## src/rtl/core/adsr_pkg.sv

```systemverilog
// ----------------------------------------------------------------------------
// adsr_pkg: shared types and constants of the ADSR envelope level block
// Holds the transaction payload structs, the Q1.15 full-scale value, the
// configuration register indexes and their reset values.
// ----------------------------------------------------------------------------
package adsr_pkg;

  // Field widths fixed by the interface
  localparam int ELAPSED_W = 24;
  localparam int LEVEL_W   = 16;

  // Default width of the time registers and of the time arithmetic
  localparam int TIME_BITS_DEFAULT = 24;

  // Q1.15 value that stands for 1.0
  localparam logic [LEVEL_W-1:0] FULL_SCALE = 16'd32768;

  // Configuration register indexes
  localparam int CFG_IDX_W = 2;
  localparam logic [CFG_IDX_W-1:0] REG_ATTACK  = 2'd0;
  localparam logic [CFG_IDX_W-1:0] REG_DECAY   = 2'd1;
  localparam logic [CFG_IDX_W-1:0] REG_SUSTAIN = 2'd2;
  localparam logic [CFG_IDX_W-1:0] REG_RELEASE = 2'd3;

  // Register reset values
  localparam logic [31:0]        ATTACK_RST  = 32'd480;
  localparam logic [31:0]        DECAY_RST   = 32'd4800;
  localparam logic [LEVEL_W-1:0] SUSTAIN_RST = 16'd16384;
  localparam logic [31:0]        RELEASE_RST = 32'd9600;

  // Input transaction payload
  typedef struct packed {
    logic [ELAPSED_W-1:0] elapsed_ticks;
    logic                 gate_on;
  } item_t;

  // Result transaction payload
  typedef struct packed {
    logic [LEVEL_W-1:0] level;
    logic               voice_ended;
  } result_t;

endpackage

```

## src/rtl/core/adsr_cfg.sv

```systemverilog
// ----------------------------------------------------------------------------
// adsr_cfg: envelope configuration registers
// Decodes register writes and presents the effective segment settings:
// attack and release forced to at least one tick, sustain clamped to 1.0.
// ----------------------------------------------------------------------------
module adsr_cfg
  import adsr_pkg::*;
#(
  parameter int TIME_BITS = TIME_BITS_DEFAULT,
  parameter int CFG_W     = (TIME_BITS > LEVEL_W) ? TIME_BITS : LEVEL_W
) (
  input  logic                 clk,
  input  logic                 rst,
  input  logic                 cfg_write_en,
  input  logic [CFG_IDX_W-1:0] cfg_index,
  input  logic [CFG_W-1:0]     cfg_data,
  output logic [TIME_BITS-1:0] attack_eff,
  output logic [TIME_BITS-1:0] decay_eff,
  output logic [LEVEL_W-1:0]   sustain_eff,
  output logic [TIME_BITS-1:0] release_eff
);

  logic [TIME_BITS-1:0] attack_ticks;
  logic [TIME_BITS-1:0] decay_ticks;
  logic [LEVEL_W-1:0]   sustain_level;
  logic [TIME_BITS-1:0] release_ticks;

  // Register writes
  always_ff @(posedge clk) begin
    if (rst) begin
      attack_ticks  <= TIME_BITS'(ATTACK_RST);
      decay_ticks   <= TIME_BITS'(DECAY_RST);
      sustain_level <= SUSTAIN_RST;
      release_ticks <= TIME_BITS'(RELEASE_RST);
    end else if (cfg_write_en) begin
      unique case (cfg_index)
        REG_ATTACK:  attack_ticks  <= cfg_data[TIME_BITS-1:0];
        REG_DECAY:   decay_ticks   <= cfg_data[TIME_BITS-1:0];
        REG_SUSTAIN: sustain_level <= cfg_data[LEVEL_W-1:0];
        REG_RELEASE: release_ticks <= cfg_data[TIME_BITS-1:0];
        default:     attack_ticks  <= attack_ticks;
      endcase
    end
  end

  // A zero length is taken as one tick; sustain never exceeds full scale.
  always_comb begin
    attack_eff  = (attack_ticks == '0) ? TIME_BITS'(1) : attack_ticks;
    release_eff = (release_ticks == '0) ? TIME_BITS'(1) : release_ticks;
    decay_eff   = decay_ticks;
    sustain_eff = (sustain_level > FULL_SCALE) ? FULL_SCALE : sustain_level;
  end

endmodule

```

## src/rtl/core/adsr_divider.sv

```systemverilog
// ----------------------------------------------------------------------------
// adsr_divider: iterative restoring divider
// Produces one quotient bit per cycle, truncating toward zero. The divisor
// must stay stable while the division runs; done pulses when the quotient
// is ready.
// ----------------------------------------------------------------------------
module adsr_divider
  import adsr_pkg::*;
#(
  parameter int TIME_BITS = TIME_BITS_DEFAULT,
  parameter int DW        = TIME_BITS + 15
) (
  input  logic                 clk,
  input  logic                 rst,
  input  logic                 start,
  input  logic [DW-1:0]        dividend,
  input  logic [TIME_BITS-1:0] divisor,
  output logic                 done,
  output logic [DW-1:0]        quotient
);

  localparam int CNT_W = $clog2(DW + 1);

  logic                 busy;
  logic [CNT_W-1:0]     count;
  logic [TIME_BITS-1:0] rem;
  logic [DW-1:0]        quo;
  logic [TIME_BITS:0]   rem_shift;
  logic [TIME_BITS:0]   rem_diff;
  logic                 q_bit;
  logic [TIME_BITS-1:0] rem_next;

  // One restoring step: shift in the next dividend bit, subtract if it fits.
  always_comb begin
    rem_shift = {rem, quo[DW-1]};
    rem_diff  = rem_shift - {1'b0, divisor};
    q_bit     = (rem_shift >= {1'b0, divisor});
    rem_next  = q_bit ? rem_diff[TIME_BITS-1:0] : rem_shift[TIME_BITS-1:0];
  end

  // Control: counts the quotient bits still to be formed.
  always_ff @(posedge clk) begin
    if (rst) begin
      busy  <= 1'b0;
      done  <= 1'b0;
      count <= '0;
    end else begin
      done <= 1'b0;
      if (start) begin
        busy  <= 1'b1;
        count <= CNT_W'(DW);
      end else if (busy) begin
        count <= count - CNT_W'(1);
        if (count == CNT_W'(1)) begin
          busy <= 1'b0;
          done <= 1'b1;
        end
      end
    end
  end

  // Datapath: the quotient register doubles as the dividend shifter.
  always_ff @(posedge clk) begin
    if (start) begin
      rem <= '0;
      quo <= dividend;
    end else if (busy) begin
      rem <= rem_next;
      quo <= {quo[DW-2:0], q_bit};
    end
  end

  assign quotient = quo;

endmodule

```

## src/rtl/core/adsr_envelope_level.sv

```systemverilog
// ----------------------------------------------------------------------------
// adsr_envelope_level: linear ADSR envelope evaluator in Q1.15
// A small sequencer picks the segment, forms the product on one multiplier
// and runs a shared bit-serial divider to scale it down.
//
//   channel  | signals                          | direction
//   ---------+----------------------------------+----------
//   item     | item_valid, item_stall, item     | in
//   result   | result_valid, result_stall, result | out
//   config   | cfg_write_en, cfg_index, cfg_data | in
//
// Attack, decay and release pass through S_EVAL, S_MUL, S_DIV and S_DONE,
// the divider forming one quotient bit per cycle; sustain and ended voices
// go from S_EVAL straight to S_DONE.
// One transaction is in work at a time; item_stall is high until it is done.
// A stalled result holds the sequencer in its final state.
// Reset (synchronous) restores the register defaults and clears the held level.
// ----------------------------------------------------------------------------
module adsr_envelope_level
  import adsr_pkg::*;
#(
  parameter int TIME_BITS = TIME_BITS_DEFAULT,
  parameter int CFG_W     = (TIME_BITS > LEVEL_W) ? TIME_BITS : LEVEL_W
) (
  input  logic                 clk,
  input  logic                 rst,
  input  logic                 item_valid,
  output logic                 item_stall,
  input  item_t                item,
  output logic                 result_valid,
  input  logic                 result_stall,
  output result_t              result,
  input  logic                 cfg_write_en,
  input  logic [CFG_IDX_W-1:0] cfg_index,
  input  logic [CFG_W-1:0]     cfg_data
);

  localparam int DW = TIME_BITS + 15;

  // Sequencer states
  localparam logic [2:0] S_IDLE = 3'd0;
  localparam logic [2:0] S_EVAL = 3'd1;
  localparam logic [2:0] S_MUL  = 3'd2;
  localparam logic [2:0] S_DIV  = 3'd3;
  localparam logic [2:0] S_DONE = 3'd4;

  // Segment codes
  localparam logic [2:0] M_ATTACK  = 3'd0;
  localparam logic [2:0] M_DECAY   = 3'd1;
  localparam logic [2:0] M_SUSTAIN = 3'd2;
  localparam logic [2:0] M_RELEASE = 3'd3;
  localparam logic [2:0] M_ENDED   = 3'd4;

  logic [2:0]           state;
  logic [2:0]           mode;
  logic [TIME_BITS-1:0] t;
  logic                 gate;
  logic [LEVEL_W-1:0]   held_level;
  logic [LEVEL_W-1:0]   op_a;
  logic [TIME_BITS-1:0] op_b;
  logic [TIME_BITS-1:0] divisor;

  logic [TIME_BITS-1:0] attack_eff;
  logic [TIME_BITS-1:0] decay_eff;
  logic [LEVEL_W-1:0]   sustain_eff;
  logic [TIME_BITS-1:0] release_eff;

  logic                         item_accept;
  logic                         result_free;
  logic [TIME_BITS:0]           a_plus_d;
  logic [LEVEL_W+TIME_BITS-1:0] product;
  logic                         div_start;
  logic                         div_done;
  logic [DW-1:0]                quotient;
  logic [LEVEL_W-1:0]           q_sat;
  logic [LEVEL_W-1:0]           level_next;

  adsr_cfg #(
    .TIME_BITS (TIME_BITS),
    .CFG_W     (CFG_W)
  ) u_cfg (
    .clk          (clk),
    .rst          (rst),
    .cfg_write_en (cfg_write_en),
    .cfg_index    (cfg_index),
    .cfg_data     (cfg_data),
    .attack_eff   (attack_eff),
    .decay_eff    (decay_eff),
    .sustain_eff  (sustain_eff),
    .release_eff  (release_eff)
  );

  // The product is below 2^(TIME_BITS+15), so the top bit is always zero.
  assign product   = op_a * op_b;
  assign div_start = (state == S_MUL);

  adsr_divider #(
    .TIME_BITS (TIME_BITS),
    .DW        (DW)
  ) u_div (
    .clk      (clk),
    .rst      (rst),
    .start    (div_start),
    .dividend (product[DW-1:0]),
    .divisor  (divisor),
    .done     (div_done),
    .quotient (quotient)
  );

  assign item_stall  = (state != S_IDLE);
  assign item_accept = item_valid && !item_stall;
  assign result_free = !result_valid || !result_stall;
  assign a_plus_d    = {1'b0, attack_eff} + {1'b0, decay_eff};

  // Saturated quotient and the final level of the segment.
  always_comb begin
    q_sat = (quotient > DW'(FULL_SCALE)) ? FULL_SCALE : quotient[LEVEL_W-1:0];
    unique case (mode)
      M_DECAY:   level_next = FULL_SCALE - q_sat;
      M_SUSTAIN: level_next = sustain_eff;
      M_ENDED:   level_next = '0;
      default:   level_next = q_sat;
    endcase
  end

  // Sequencer
  always_ff @(posedge clk) begin
    if (rst) begin
      state <= S_IDLE;
    end else begin
      unique case (state)
        S_IDLE: begin
          if (item_accept) begin
            state <= S_EVAL;
          end
        end
        S_EVAL: begin
          if (gate) begin
            state <= ({1'b0, t} > a_plus_d) ? S_DONE : S_MUL;
          end else begin
            state <= (t > release_eff) ? S_DONE : S_MUL;
          end
        end
        S_MUL: begin
          state <= S_DIV;
        end
        S_DIV: begin
          if (div_done) begin
            state <= S_DONE;
          end
        end
        S_DONE: begin
          if (result_free) begin
            state <= S_IDLE;
          end
        end
        default: begin
          state <= S_IDLE;
        end
      endcase
    end
  end

  // Captured item and segment selection with the multiplier operands.
  always_ff @(posedge clk) begin
    if (item_accept) begin
      t    <= TIME_BITS'(item.elapsed_ticks);
      gate <= item.gate_on;
    end
    if (state == S_EVAL) begin
      if (gate) begin
        if ({1'b0, t} > a_plus_d) begin
          mode <= M_SUSTAIN;
        end else if (t > attack_eff) begin
          mode    <= M_DECAY;
          op_a    <= FULL_SCALE - sustain_eff;
          op_b    <= t - attack_eff;
          divisor <= decay_eff;
        end else begin
          mode    <= M_ATTACK;
          op_a    <= FULL_SCALE;
          op_b    <= t;
          divisor <= attack_eff;
        end
      end else begin
        if (t > release_eff) begin
          mode <= M_ENDED;
        end else begin
          mode    <= M_RELEASE;
          op_a    <= (held_level > FULL_SCALE) ? FULL_SCALE : held_level;
          op_b    <= release_eff - t;
          divisor <= release_eff;
        end
      end
    end
  end

  // Held level: stored by gated segments, cleared when the voice ends.
  always_ff @(posedge clk) begin
    if (rst) begin
      held_level <= '0;
    end else if (state == S_DONE && result_free) begin
      if (mode == M_ENDED) begin
        held_level <= '0;
      end else if (mode != M_RELEASE) begin
        held_level <= level_next;
      end
    end
  end

  // Output register
  always_ff @(posedge clk) begin
    if (rst) begin
      result_valid <= 1'b0;
    end else if (state == S_DONE && result_free) begin
      result_valid <= 1'b1;
    end else if (!result_stall) begin
      result_valid <= 1'b0;
    end
  end

  always_ff @(posedge clk) begin
    if (state == S_DONE && result_free) begin
      result.level       <= level_next;
      result.voice_ended <= (mode == M_ENDED);
    end
  end

endmodule

```

## config.mk

```make
export PLATFORM = sky130hd
export DESIGN_NAME = adsr_envelope_level
export DESIGN_NICKNAME = d
export VERILOG_FILES = /design/src/rtl/core/adsr_pkg.sv /design/src/rtl/core/adsr_cfg.sv /design/src/rtl/core/adsr_divider.sv /design/src/rtl/core/adsr_envelope_level.sv
export SDC_FILE = /design/constraint.sdc
export NUM_CORES = 2
export LEC_CHECK = 0
export ABC_AREA = 1
export BUFFER_PORTS_ARGS = -buffer_cell sky130_fd_sc_hd__buf_2
export CAP_MARGIN = 20
export CORE_AREA = 2 2 413 312
export CTS_CLUSTER_SIZE = 16
export DETAILED_ROUTE_END_ITERATION = 8
export DIE_AREA = 0 0 415 314
export SETUP_SLACK_MARGIN = 0.2
export SLEW_MARGIN = 20
export SYNTH_ARGS = -nofsm -noshare
export SYNTH_HDL_FRONTEND = slang
export SYNTH_SLANG_ARGS = --single-unit
```

## constraint.sdc

```tcl
create_clock -name clk -period 8.3 [get_ports clk]
set_input_delay 1.66 -clock clk [delete_from_list [all_inputs] [get_ports clk]]
set_output_delay 1.66 -clock clk [all_outputs]
set_load 0.1 [all_outputs]
```

==> results.toml <==
[synthesis]
synth_top_area_frac = 0.1971
muxShareOfSynthArea = 0
postSynthCellCount = 4178
synthSimpleGateAreaFrac = 0.2001
ys_warn_count = 0
synth_xor_area_frac = 0.02568
yosysMostFrequentCell = "nand2_1"
synth_common_cells = "nand2_1, inv_1, fa_1"
synth_compound_area_frac = 0.1269
synthAdderAreaFrac = 0.2897
syn_area_per_cell_sq_um = 7.510
synth_area_sq_mm = 0.03138
synth_top_family_by_area = "adder cells"
synth_edf_count = 148
ys_types = 62
ys_seq_elements = 288
async_flop_share = 0
ys.flop_type = "edfxtp_1"
synth_area_leaders = "fa_1, edfxtp_1, nand2_1, inv_1, ha_1"
yosys.area.top_type = "fa_1"
synth_nets = 4775
yosysSeqAreaShare = 0.2310

[critical_path]
path_class = "reg -> reg"
cpMaxStageDelayCell = "edfxtp_1"
reg2reg_to = "u_div.quotient[34]"
reg2reg_slack_ps = 1450
endpoint_kind = "flop"
worst-endpoint-arrival_ps = 7150
worst-path-max-fanout = 24
max_stage_delay_ps = 1000
crit_chain = "nand2_1 > fa_1 > inv_1 > fa_1 > inv_1 > fa_1 > inv_1 > fa_1 > fa_1 > inv_1 > fa_1 > inv_1 > ha_1 > nand2_1 > nor2_1 > inv_1 > o21ai_0 > nand3_1 > nand2_1 > nand2_1 > nand3_1 > a31oi_1"
required_ps = 8600
cp-start-kind = "flop"
reg2reg_from = "op_a[2]"
reg2reg_depth = 22

[floorplanning]
ios = 75
core_area_sq_mm = 0.1261
start_util = 0.2488
die_w_microns = 415
rows = 113
die_h_microns = 314
die-area_sq_mm = 0.1303

[clocking]
htree_levels = 2
cts_setup_buffers = 0
ctsResizeCount = 0
clockBufferDepth = 3
cts_hold_buffers = 0
clock_latency_ps = 600
cts-root-buf = "clkbuf_16"
clock_sinks = 288
clkSlewWorstSetupHoldPaths_ps = 60
cts_tree = "built"
cts_buffers = 34

[sta]
fin_crit_ps = 6847
period_share = 0.8250
drv_slew = 0
fin_setup_tns_ps = 0
fmax_mhz = 146.0
hold_viol_final = 0
rsz0062_at_grt = "false"
tightest_slew_ps = 1091
setup_viol = 0
fin_skew_ps = 45.73
relSlewSlack = 0.2673

[grt]
grt_use_total = 0.1545
grt_max_degree = 87
grt_pass1_vias = 26300
antenna_found_initial = 4
grt_pass1_wl_mm = 156.4
gr-total-overflow = 0

[final_layout]
multiInputGateArea_sq_mm = 0.02016
num-fill-cells = 13810
drive_gt1_frac = 0.05475
layout.nets = 4718
design_area_sq_mm = 0.03439
area_delta_synth_final_pct = 9.606
regArea_sq_mm = 0.007247

[route]
drtIter0Drc = 2623
wire_per_inst_microns = 17.44
viasPerCell = 4.711
finalWirelength_mm = 101.4
vias = 27388
route.detailed.drc = 0
postRouteAntennaNets = 0
drt-pass1-iter-count = 5

[status]
status = "completed"

[hold_path]
hold_class = "reg -> reg"
whs_endpoint = "u_div.rem[22]"
hold-path-cell-count = 2
min_from = "u_div.rem[22]"

[place]
post-dp-hpwl_mm = 82.87
dpl_cell_area_sq_mm = 0.03321
gp_congestion = 0.9351
numPortBuffers = 74

[flow_run]
cap_violations = 0
-- worst max-delay path by stage --
stage / from / to / slack [ps]
final: op_a[2] / u_div.quotient[34] / 1450
after global routing: op_a[1] / u_div.quotient[37] / 1140
after CTS: op_a[10] / u_div.quotient[36] / 1640
after detailed placement: op_a[8] / u_div.quotient[37] / 1650
after global placement: op_a[8] / u_div.quotient[36] / 1700
after floorplan: op_b[20] / u_div.quotient[36] / 2350
-- logic make-up after synthesis --
logic type	after synthesis
AO/OA/AOI/OAI	709
flip-flops	288
AND/OR/NAND/NOR	1521
buffers and inverters	1027
XOR/XNOR	92
adder cells (fa/ha/maj)	541
-- cells in the final DEF, fill, tap and decap left out, types with 140 or more instances in the layout --
| cell | n |
|---|---|
| fa_1 | 309 |
| dfxtp_1 | 140 |
| nand2_1 | 945 |
| edfxtp_1 | 148 |
| nor2_1 | 285 |
| nand3_1 | 149 |
| a21oi_1 | 249 |
| inv_1 | 817 |
| o21ai_0 | 259 |
| ha_1 | 232 |
-- cell type report --
class	count	area share
Clock buffer	49	0.03005
Tap cell	1667	0.06065
Antenna cell	1	0.00007276
Multi-Input combinational cell	2863	0.5861
Inverter	830	0.09095
Clock inverter	12	0.004111
Timing Repair Buffer	104	0.01732
Sequential cell	288	0.2107
-- registers in the layout, summed over array words and instances (netlist names) --
name / count
divisor: 24
gate: 1
held_level: 16
mode: 3
op_a: 16
op_b: 24
result: 17
result_valid: 1
state: 3
t: 24
u_cfg.attack_ticks: 24
u_cfg.decay_eff: 24
u_cfg.release_ticks: 24
u_cfg.sustain_level: 16
u_div.busy: 1
u_div.count: 6
u_div.done: 1
u_div.quotient: 39
u_div.rem: 24
-- per-stage QoR --
stage,cells,setup WS (ps),util,hold slack [ps]
4_1_cts,5813,1640,0.2727,476.8
3_5_place_dp,5752,1654,0.2634,466.6
3_3_place_gp,5752,1697,0.2634,466.4
5_1_grt,5813,1143,0.2727,505.8
2_1_floorplan,4178,2350,-,443.7
6_report,5814,1453,0.2727,473.3
-- critical path: cells and delay by family, from the launching register on --
family	cells	cell delay (ps)
and+or+nand+nor	7	1220
DFF	1	1000
buffers and inverters	6	330
AOI/OAI and AO/OA	2	610
adders and majority gates	7	3400
-- layer usage --
layer / share of wire / track usage / up-vias
li1: - / - / 13023
met1: 0.48 / 0.2325 / 13152
met3: 0.096 / 0.03421 / 142
met2: 0.40 / 0.2222 / 1069
met4: 0.022 / 0.03525 / 2
met5: 0.00013 / 0 / -
Power is left out: the tool's default activity adds up to more than one toggle a clock period on the data nets, which glitch-free logic cannot reach.
